<file path="src/rtl/core/bbc_pkg.sv">
// bbc_pkg: shared types, codes and helpers for the bracket balance checker
// used by bbc_core and bracket_balance_checker
`timescale 1ns / 1ps

package bbc_pkg;

  localparam int STACK_DEPTH = 256;
  localparam int LIMIT_W     = 9;
  localparam int CNT_W       = 9;
  localparam logic [LIMIT_W-1:0] LIMIT_RESET = 9'd100;

  localparam logic [7:0] CH_RND_OPEN = 8'h28;
  localparam logic [7:0] CH_RND_CLOSE = 8'h29;
  localparam logic [7:0] CH_SQR_OPEN = 8'h5b;
  localparam logic [7:0] CH_SQR_CLOSE = 8'h5d;
  localparam logic [7:0] CH_CRL_OPEN = 8'h7b;
  localparam logic [7:0] CH_CRL_CLOSE = 8'h7d;

  typedef logic [1:0] kind_t;
  localparam kind_t KIND_ROUND  = 2'd0;
  localparam kind_t KIND_SQUARE = 2'd1;
  localparam kind_t KIND_CURLY  = 2'd2;
  localparam kind_t KIND_NONE   = 2'd3;

  typedef enum logic [2:0] {
    V_OK        = 3'd0,
    V_BALANCED  = 3'd1,
    V_MISMATCH  = 3'd2,
    V_UNDERFLOW = 3'd3,
    V_UNCLOSED  = 3'd4,
    V_OVERFLOW  = 3'd5
  } verdict_t;

  typedef struct packed {
    verdict_t         verdict;
    logic             done_res;
    logic [CNT_W-1:0] depth;
  } result_t;

  function automatic kind_t opener_kind(input logic [7:0] c);
    kind_t k;
    unique case (c)
      CH_RND_OPEN: k = KIND_ROUND;
      CH_SQR_OPEN: k = KIND_SQUARE;
      CH_CRL_OPEN: k = KIND_CURLY;
      default:     k = KIND_NONE;
    endcase
    return k;
  endfunction

  function automatic kind_t closer_kind(input logic [7:0] c);
    kind_t k;
    unique case (c)
      CH_RND_CLOSE: k = KIND_ROUND;
      CH_SQR_CLOSE: k = KIND_SQUARE;
      CH_CRL_CLOSE: k = KIND_CURLY;
      default:      k = KIND_NONE;
    endcase
    return k;
  endfunction

endpackage

</file>
<file path="src/rtl/core/bbc_ram.sv">
// bbc_ram: generic single write port, single read port ram with registered read
// no dependencies
`timescale 1ns / 1ps

module bbc_ram #(
  parameter int WIDTH = 2,
  parameter int DEPTH = 256
) (
  input  logic                     clk,
  input  logic                     we,
  input  logic [$clog2(DEPTH)-1:0] waddr,
  input  logic [WIDTH-1:0]         wdata,
  input  logic                     re,
  input  logic [$clog2(DEPTH)-1:0] raddr,
  output logic [WIDTH-1:0]         rdata
);

  logic [WIDTH-1:0] mem [DEPTH];

  always_ff @(posedge clk) begin
    if (we) begin
      mem[waddr] <= wdata;
    end
    if (re) begin
      rdata <= mem[raddr];
    end
  end

endmodule

</file>
<file path="src/rtl/core/bbc_core.sv">
// bbc_core: bracket stack control, top and next-below entries held in registers
// depends on bbc_pkg and bbc_ram
`timescale 1ns / 1ps

module bbc_core #(
  parameter int DEPTH = bbc_pkg::STACK_DEPTH
) (
  input  logic                         clk,
  input  logic                         rst_n,
  input  logic                         fire,
  input  logic [7:0]                   sym,
  input  logic                         last,
  input  logic [bbc_pkg::LIMIT_W-1:0]  stack_limit,
  output bbc_pkg::result_t             res
);
  import bbc_pkg::*;

  localparam int AW = $clog2(DEPTH);
  localparam int IW = (AW > CNT_W) ? AW : CNT_W;

  logic [CNT_W-1:0] depth_r, depth_nxt, depth_after;
  verdict_t         err_r, err_nxt, err_after;
  kind_t            top_r, top_nxt;
  kind_t            below_r, below_nxt, below_cur;
  logic             sel_mem_r, sel_mem_nxt;
  kind_t            rd_data;

  kind_t   open_k, close_k;
  logic    ok, room, is_push, is_pop, ovf, unf, mism;
  logic [IW-1:0] depth_ext, rd_ext;
  logic [AW-1:0] waddr, raddr;

  assign open_k  = opener_kind(sym);
  assign close_k = closer_kind(sym);
  assign ok      = (err_r == V_OK);
  assign room    = (32'(depth_r) < 32'(stack_limit)) && (32'(depth_r) < DEPTH);

  assign is_push = ok && (open_k != KIND_NONE) && room;
  assign ovf     = ok && (open_k != KIND_NONE) && !room;
  assign is_pop  = ok && (open_k == KIND_NONE) && (close_k != KIND_NONE) && (depth_r != '0);
  assign unf     = ok && (open_k == KIND_NONE) && (close_k != KIND_NONE) && (depth_r == '0);
  assign mism    = is_pop && (top_r != close_k);

  assign below_cur = sel_mem_r ? rd_data : below_r;

  assign depth_ext = IW'(depth_r);
  assign rd_ext    = depth_ext - IW'(3);
  assign waddr     = depth_ext[AW-1:0];
  assign raddr     = rd_ext[AW-1:0];

  always_comb begin
    depth_after = depth_r;
    if (is_push) begin
      depth_after = depth_r + CNT_W'(1);
    end else if (is_pop) begin
      depth_after = depth_r - CNT_W'(1);
    end

    if (ovf) begin
      err_after = V_OVERFLOW;
    end else if (unf) begin
      err_after = V_UNDERFLOW;
    end else if (mism) begin
      err_after = V_MISMATCH;
    end else begin
      err_after = err_r;
    end

    res.depth    = depth_after;
    res.done_res = last;
    if (!last) begin
      res.verdict = err_after;
    end else if (err_after != V_OK) begin
      res.verdict = err_after;
    end else if (depth_after != '0) begin
      res.verdict = V_UNCLOSED;
    end else begin
      res.verdict = V_BALANCED;
    end
  end

  always_comb begin
    depth_nxt   = depth_r;
    err_nxt     = err_r;
    top_nxt     = top_r;
    below_nxt   = below_r;
    sel_mem_nxt = sel_mem_r;
    if (fire) begin
      depth_nxt   = last ? '0 : depth_after;
      err_nxt     = last ? V_OK : err_after;
      below_nxt   = below_cur;
      sel_mem_nxt = 1'b0;
      if (is_push) begin
        // old top becomes the entry below the new one
        top_nxt   = open_k;
        below_nxt = top_r;
      end else if (is_pop) begin
        // entry below the new top arrives from the ram next cycle
        top_nxt     = below_cur;
        sel_mem_nxt = 1'b1;
      end
    end
  end

  always_ff @(posedge clk) begin
    if (!rst_n) begin
      depth_r   <= '0;
      err_r     <= V_OK;
      sel_mem_r <= 1'b0;
    end else begin
      depth_r   <= depth_nxt;
      err_r     <= err_nxt;
      sel_mem_r <= sel_mem_nxt;
    end
  end

  always_ff @(posedge clk) begin
    top_r   <= top_nxt;
    below_r <= below_nxt;
  end

  bbc_ram #(
    .WIDTH ($bits(kind_t)),
    .DEPTH (DEPTH)
  ) u_store (
    .clk   (clk),
    .we    (fire && is_push),
    .waddr (waddr),
    .wdata (open_k),
    .re    (fire && is_pop),
    .raddr (raddr),
    .rdata (rd_data)
  );

endmodule
</file>
<file path="config.mk">
export PLATFORM = sky130hd
export DESIGN_NAME = bbc_core
export DESIGN_NICKNAME = d
export VERILOG_FILES = /design/src/rtl/core/bbc_pkg.sv /design/src/rtl/core/bbc_ram.sv /design/src/rtl/core/bbc_core.sv
export SDC_FILE = /design/constraint.sdc
export NUM_CORES = 1
export LEC_CHECK = 0
export BUFFER_PORTS_ARGS = -buffer_cell sky130_fd_sc_hd__buf_2
export CAP_MARGIN = 20
export CELL_PAD_IN_SITES_DETAIL_PLACEMENT = 2
export CELL_PAD_IN_SITES_GLOBAL_PLACEMENT = 2
export CORE_ASPECT_RATIO = 1.25
export CORE_MARGIN = 2
export CORE_UTILIZATION = 35
export DETAILED_ROUTE_END_ITERATION = 10
export PLACE_DENSITY = 0.66
export SYNTH_ARGS = -nofsm -noshare
export SYNTH_HDL_FRONTEND = slang
export SYNTH_HIERARCHICAL = 1
export SYNTH_SLANG_ARGS = --single-unit
export TNS_END_PERCENT = 20
</file>
<file path="constraint.sdc">
create_clock -name clk -period 13.6 [get_ports clk]
set_input_delay 2.72 -clock clk [delete_from_list [all_inputs] [get_ports clk]]
set_output_delay 2.72 -clock clk [all_outputs]
set_load 0.02 [all_outputs]
</file>
# After elaboration in Yosys (flattened, before gate mapping)
# Memories as Yosys holds them, arrays and structs flattened. A register that Yosys moved wholly into a read port is not among the register bits.
# Index checks and enable logic that the tools add are counted.
# Widths: inputs -> output; s select.
# word_totals
ff_bits	17
ram_bits	512
in_bits	21
output_inout_bits	13
wordCells	60
memories	1
# op_classes
add_sub_neg	3
order_cmp	2
eq_ne	10
n_mux	20
n_reduce_logical	19
# mem_list
memory	depth	word_bits	read_ports	rd_clocked_by_memory_dff	wr	line	text
u_store.mem	256	2	1	1	1	bbc_ram.sv:18	logic [WIDTH-1:0] mem [DEPTH];
# ops
op	n
$eq 8x7->1 const B	4
$mux 9	3
$mux 3	7
$reduce_bool 9->1	2
$eq 8x6->1 const B	2
$pmux 2 s3	2
$logic_and 1x1->1	11
$add 9x1->9 const B	1
$logic_not 9->1	1
$lt 9x9->1	1
$lt 9x9->1 const B	1
$sub 9x1->9 const B	1
$mux 2	4
$sub 8x2->8 const B	1
$mux 1	4
$ne 2x2->1 const B	2
$logic_not 3->1	1
$reduce_bool 3->1	1
$eq 2x2->1 const B	1
$ne 2x2->1	1
$reduce_and 2->1	1
$reduce_bool 2->1	1
$logic_not 1->1	1

# Logic depth before layout (Yosys ltp)
# Gate-level depths: netlist of the first run.
# logic_depth
depth_word	13
depth_mapped	13
mapped_depth_nobuf	10

# By module
# The synthesis of the first run kept the hierarchy.
# modules_own_cells
mod	n_inst	cells_each	area_per_inst_um2	seq_area_each_um2
bbc_ram	1	1242	21401.8	15434.8
bbc_core	1	232	1824.2	380.4

# Worst setup path after synthesis of the first run
# No wires, ideal clock.
# synth_path
kind	input to output
start	in stack_limit[6] in the netlist's numbering
end	out res[12] in the netlist's numbering
t_arrival_ns	5.180
t_required_ns	10.880
setup_slack_ns	5.700
cell_stages	10
path_buffers	0
cell_sequence	inv_1 ha_1 a211o_1 o211ai_1 nand2_1 or2_1 o32a_1 a31oi_1 nor3_1 a21oi_1
# synth_lines
element	line	text
start: declaration	bbc_core.sv:13	input logic [bbc_pkg::LIMIT_W-1:0] stack_limit,
end: declaration	bbc_core.sv:14	output bbc_pkg::result_t res

==> results of run 1 <==
worst paths after layout:
kind | from | end | cells after the start
setup / recovery | stack_limit[6] | res[10] | 12
hold / removal | u_store/rdata[0] | top_r[0] | 2
setup reg to reg | depth_ext[0] | u_store/rdata[0] | 9
hold reg to reg | u_store/rdata[0] | top_r[0] | 2
synth_stat cells, drive strengths merged (5+ instances only):
master	instances	area [µm²]
mux4	102	2370
nor2	281	1060
nand2b	6	37.5
a21oi	22	110
dfxtp	13	260
inv	30	113
o22ai	12	81.3
nor3	13	81.3
a2111oi	8	82.6
o21ai	26	149
and2	14	90.1
a221oi	9	78.8
xnor2	6	60.1
nand3	31	155
edfxtp	518	15600
ha	10	125
nor2b	27	169
nand2	43	161
mux2	9	101
nor4	8	56.3
a211oi	15	118
buf	40	425
a31oi	5	31.3
mux2i	62	621
o221ai	16	140
clkbuf	58	225
nand4	10	62.6
a22oi	7	52.6
a22o	8	70.1
per-stage QoR:
stage	instances	util	power, mW	worst slack, ns	hold slack, ns
after global placement	2300	0.368	1.83	5.73	0.627
final	2405	0.397	3.35	5.57	0.644
after CTS	2404	0.396	3.39	5.61	0.663
after floorplan	1474	-	1.82	5.70	0.527
after detailed placement	2302	0.368	1.83	5.62	0.650
after global routing	2405	0.397	3.45	5.36	0.692
cell type report:
class / count / area share
clock buffers: 61 / 0.0528
clock inverters: 41 / 0.0184
inverters: 30 / 0.00499
multi-input cells: 814 / 0.257
flip-flops and latches: 531 / 0.607
well taps: 856 / 0.0411
repair buffers: 72 / 0.0194
state kept, by name (all words and copies together) (netlist names):
signal         cells
depth_ext          9
u_store/rdata      2
u_store/mem      512
sel_mem_r          1
err_r              3
below_r            2
top_r              2
cells by family (layout without fill, tap and decap cells):
kind of cell	Yosys count	after routing
flip-flops	531	531
AND/OR/NAND/NOR	461	461
multiplexers	173	173
AO/OA/AOI/OAI	161	161
buffers and inverters	129	204
adder cells (fa/ha/maj)	10	10
XOR/XNOR	9	9
critical path, delay by kind of cell:
kind / cells / cell delay [ns]
AOI/OAI and AO/OA: 5 / 1.35
adders and majority gates: 1 / 0.30
buffers and inverters: 3 / 0.26
and+or+nand+nor: 3 / 0.66
power by group:
| part | internal, mW | total [mW] | switching (mW) | leakage (nW) |
|---|---|---|---|---|
| logic | 0.00711 | 0.0211 | 0.0139 | 2.91 |
| clock network | 0.905 | 1.56 | 0.656 | 0.907 |
| registers | 1.77 | 1.77 | 0.000137 | 6.03 |
| total | 2.68 | 3.35 | 0.670 | 9.85 |
per-layer routing:
layer	up-vias	routed length, µm	part of all wire	track usage
met4	0	2810	0.040	0.0850
li1	5805	-	-	-
met2	302	37800	0.54	0.380
met1	7181	26900	0.38	0.242
met3	120	2430	0.035	0.0267
met5	-	0	0	0
==> qor.csv, run 1 <==
metric;value;unit
cp_slowest_stage_delay;0.42;ns
power_density;129;nW/µm²
worst_path_required_time;10.88;ns
ys_dominant_reg_cell;sky130_fd_sc_hd__edfxtp_1;
post-cts-setup-buffer-count;0;
number_of_synthesized_flops_with_an_enable_pin;518;
num_rows;105;
cts-resized-gates;0;
vdd.ir_drop.worst;84.7;µV
crit_path_max_fanout;5;
synthArstFlopShare;0;
timing.hold.worst.class;reg -> reg;
finalMaxSlewViolations;0;
r2r_slack;8.81;ns
finish.net_count;1534;
viasPerCell;5.58;
finalSetupViolations;0;
number_of_antenna_repair_diodes;0;
cts_num_sinks;531;
place.gp.congestion;0.794;
fin_skew;0.0281;ns
grt_antenna_before_repair;0;
postCtsHoldBufs;0;
grt_max_degree;158;
crit_chain;buf_2, inv_1, ha_1, a211o_1, o211ai_1, nand2_1, or2_1, o32a_1, a31oi_1, nor4_1, a21bo_1, buf_2;
groute.usage.overall;0.207;
syn-num-nets;1505;
yosys_warnings;6;
crit_path_frequent_cell;sky130_fd_sc_hd__buf_2;
fin_crit_sh;0.591;
crit_arrival;5.31;ns
post_route_cells_drive_above_1_share;0.181;
post_synth_fa_ha_maj_area_fraction;0.00539;
critical_path.endpoint_type;output port;
synth_xor_area_frac;0.00372;
worst_pin_slew;1.07;ns
final-seq-area;15800;µm²
timing_worst_setup_path_type;in -> out;
rsz_0062_raised_after_global_routing;false;
post-route-cell-area;26100;µm²
pin_count;34;
crit_slowest_cell;sky130_fd_sc_hd__a31oi_1;
ant_nets;0;
synth-seq-cells;531;
syn_to_final_growth;12.3;%
drt-initial-drc-count;976;
final.setup.tns;0;ns
die_area;68500;µm²
synth_sequential_area_ratio;0.681;
grt.overflow.total;0;
syn_area;23200;µm²
floorplan.die.height;292;µm
number_of_global_route_vias_before_repair;15000;
via_count;13400;
syn-instance-count;1474;
h_tree_levels;2;
grt_pass1_wl;103000;µm
fraction_of_the_mapped_netlist_area_in_simple_logic_gates;0.0912;
synthMuxAreaShare;0.133;
clockRootBuffer;sky130_fd_sc_hd__clkbuf_16;
drc;0;
cts_max_path_buffers;3;
die-width;234;µm
layout_commonest_cell;sky130_fd_sc_hd__edfxtp_1;
layout.filler_cells;6406;
post-dp-hpwl;43500;µm
timing.final.hold_violations;0;
clock_tree_from_tritoncts;yes;
leakagePower;9.85;nW
multi_input_comb_area;6690;µm²
placement.io_buffers;33;
drtPass1Iterations;5;
synth_top_family_by_area;multiplexers;
initial_utilization;0.354;
synth.lib_cells_used.distinct;88;
insertion_delay;0.63;ns
synth_compound_gate_area_share;0.0521;
core_area;65700;µm²
postSynthAreaPerCell;15.8;µm²
cts_buffers;54;
detail_route.wirelength;69900;µm
max-cap-violations;0;
timing.max_slew.rel_slack;0.287;
outcome;finished clean;
most_frequent_cells_in_the_layout;518 x sky130_fd_sc_hd__edfxtp_1, 280 x sky130_fd_sc_hd__nor2_1, 82 x sky130_fd_sc_hd__mux4_2;
fmaxAchievable;0.125;GHz
cp-start-kind;primary input;
dpl-instance-area;24200;µm²
final_period_minus_worst_setup_slack;8.03;ns
avgRoutedWirePerCell;29.1;µm
clkSlewWorstSetupHoldPaths;0.06;ns
(Power assumes the default switching activity.)
==> run 2, diff against run 1 <==
--- a/config.mk
+++ b/config.mk
@@ -13,7 +13,7 @@
 export CORE_MARGIN = 2
 export CORE_UTILIZATION = 35
 export DETAILED_ROUTE_END_ITERATION = 10
-export PLACE_DENSITY = 0.66
+export PLACE_DENSITY = 0.68
 export SYNTH_ARGS = -nofsm -noshare
 export SYNTH_HDL_FRONTEND = slang
 export SYNTH_HIERARCHICAL = 1
==> constraint.sdc (replaced) <==
create_clock -name clk -period 7 [get_ports clk]
set_input_delay 1.4 -clock clk [delete_from_list [all_inputs] [get_ports clk]]
set_output_delay 1.4 -clock clk [all_outputs]
set_load 0.02 [all_outputs]
==> qor.csv, run 2 (synthesized netlist as in run 1, its figures left out) <==
metric;value;unit
clkSlewWorstSetupHoldPaths;0.06;ns
largest_register_ffs;512;
worst_path_required_time;5.60;ns
post-cts-setup-buffer-count;0;
rsz_0062_raised_after_global_routing;false;
place_ws;1.42;ns
clock_tree_from_tritoncts;yes;
cts_num_sinks;531;
fin_skew;0.0161;ns
postLayoutCoreUtil;0.393;
crit_slowest_cell;sky130_fd_sc_hd__a31oi_1;
drc;0;
timing.max_slew.rel_slack;0.220;
drtPass1Iterations;4;
drt-initial-drc-count;933;
groute.usage.overall;0.201;
core_area;65700;µm²
avgRoutedWirePerCell;28.2;µm
hold-path-cell-count;2;
postCtsHoldBufs;0;
fin_crit_sh;0.771;
ant_nets;0;
grt_antenna_before_repair;0;
viasPerCell;5.56;
h_tree_levels;2;
cts_max_path_buffers;3;
worst_slack;1.60;ns
globalRouteMet1Util;0.240;
timing.hold.worst.class;reg -> reg;
detail_route.wirelength;67200;µm
cp_slowest_stage_delay;0.42;ns
cts-resized-gates;0;
critical_path.endpoint_type;output port;
power_density;243;nW/µm²
fmaxAchievable;0.185;GHz
grt_pass1_wl;100000;µm
floorplan.die.height;292;µm
crit_chain;buf_2, inv_1, ha_1, a211o_1, o211ai_1, nand2_1, or2_1, o32a_1, a31oi_1, nor4_1, a21bo_1, buf_2;
final.setup.tns;0;ns
num_rows;105;
leakagePower;9.69;nW
syn_to_final_growth;11.0;%
crit_arrival;4.00;ns
cts_buffers;54;
number_of_global_route_vias_before_repair;14800;
outcome;finished clean;
worst_pin_slew;1.17;ns
finish.net_count;1525;
insertion_delay;0.61;ns
via_count;13300;
initial_utilization;0.354;
place.gp.congestion;0.803;
cp-start-kind;primary input;
grt_util_met2;0.374;
layout_commonest_cell;sky130_fd_sc_hd__edfxtp_1;
finalMaxSlewViolations;0;
clockRootBuffer;sky130_fd_sc_hd__clkbuf_16;
final_period_minus_worst_setup_slack;5.40;ns
die-width;234;µm
crit_path_frequent_cell;sky130_fd_sc_hd__buf_2;
regMostFlops;u_store/mem;
finalSetupViolations;0;
placement.io_buffers;33;
post-dp-hpwl;42600;µm
timing_worst_setup_path_type;in -> out;
use_met3;0.0254;
max-cap-violations;0;
timing.final.hold_violations;0;
globalRoute.busiestLayer;met2;
grt_max_degree;154;
worst_r2r_path_depth;9;
most_frequent_cells_in_the_layout;518 x sky130_fd_sc_hd__edfxtp_1, 280 x sky130_fd_sc_hd__nor2_1, 82 x sky130_fd_sc_hd__mux4_2;
crit_path_max_fanout;5;
grt.overflow.total;0;
number_of_antenna_repair_diodes;0;
post_route_cells_drive_above_1_share;0.168;
die_area;68500;µm²
vdd.ir_drop.worst;167;µV
pin_count;34;
==> run 2: cell types whose count changed in the layout (fill, tap and decap cells not counted), sizes merged <==
cell	before	now
clkinv	29	18
buf	72	63
clkbuf	61	68
bufinv	9	4
clkinvlp	2	3
==> run 2: worst max-delay path: cells and delay by family <==
family	cells	cell delay [ns]
AO/OA/AOI/OAI	5	1.37
AND/OR/NAND/NOR	3	0.65
adder cells (fa/ha/maj)	1	0.30
buffers and inverters	3	0.27
==> run 2: area by class of cell <==
cell class                      instances  area (µm²)
Fill cell                            6420       39900
Sequential cell                       531       15800
Multi-Input combinational cell        814        6700
Clock buffer                           68        1400
Tap cell                              856        1070
Timing Repair Buffer                   63         415
Clock inverter                         26         253
Inverter                               30         130
==> run 2: through the flow <==
stage               cells  hold WS, ns  instance area [µm²]  power [mW]
finish               2388        0.643                25800        6.26
global route         2388        0.691                25800        6.44
CTS                  2388        0.644                25800        6.33
detailed placement   2294        0.630                24100        3.55
global placement     2294        0.633                24100        3.55
floorplan            1474        0.527                23200        3.53
==> run 2: path summary, 6_finish.rpt <==
path,start,endpoint,slack [ns]
worst min-delay path,u_store/rdata[0],top_r[0],0.64
worst max register to register,depth_ext[7],u_store/mem[94][0],2.12
worst min register to register,u_store/rdata[0],top_r[0],0.64
worst max-delay path,stack_limit[6],res[10],1.60
==> run 2: routing by layer <==
layer	vias up	wire length, µm
met3	85	2040
met4	0	1740
met5	-	0
met1	7153	27000
met2	241	36500
li1	5799	-
==> run 2: where the power goes <==
group	internal, mW	switching [mW]	total [mW]
registers	3.44	0.000274	3.44
logic	0.0137	0.0273	0.0409
clock network	1.56	1.22	2.78
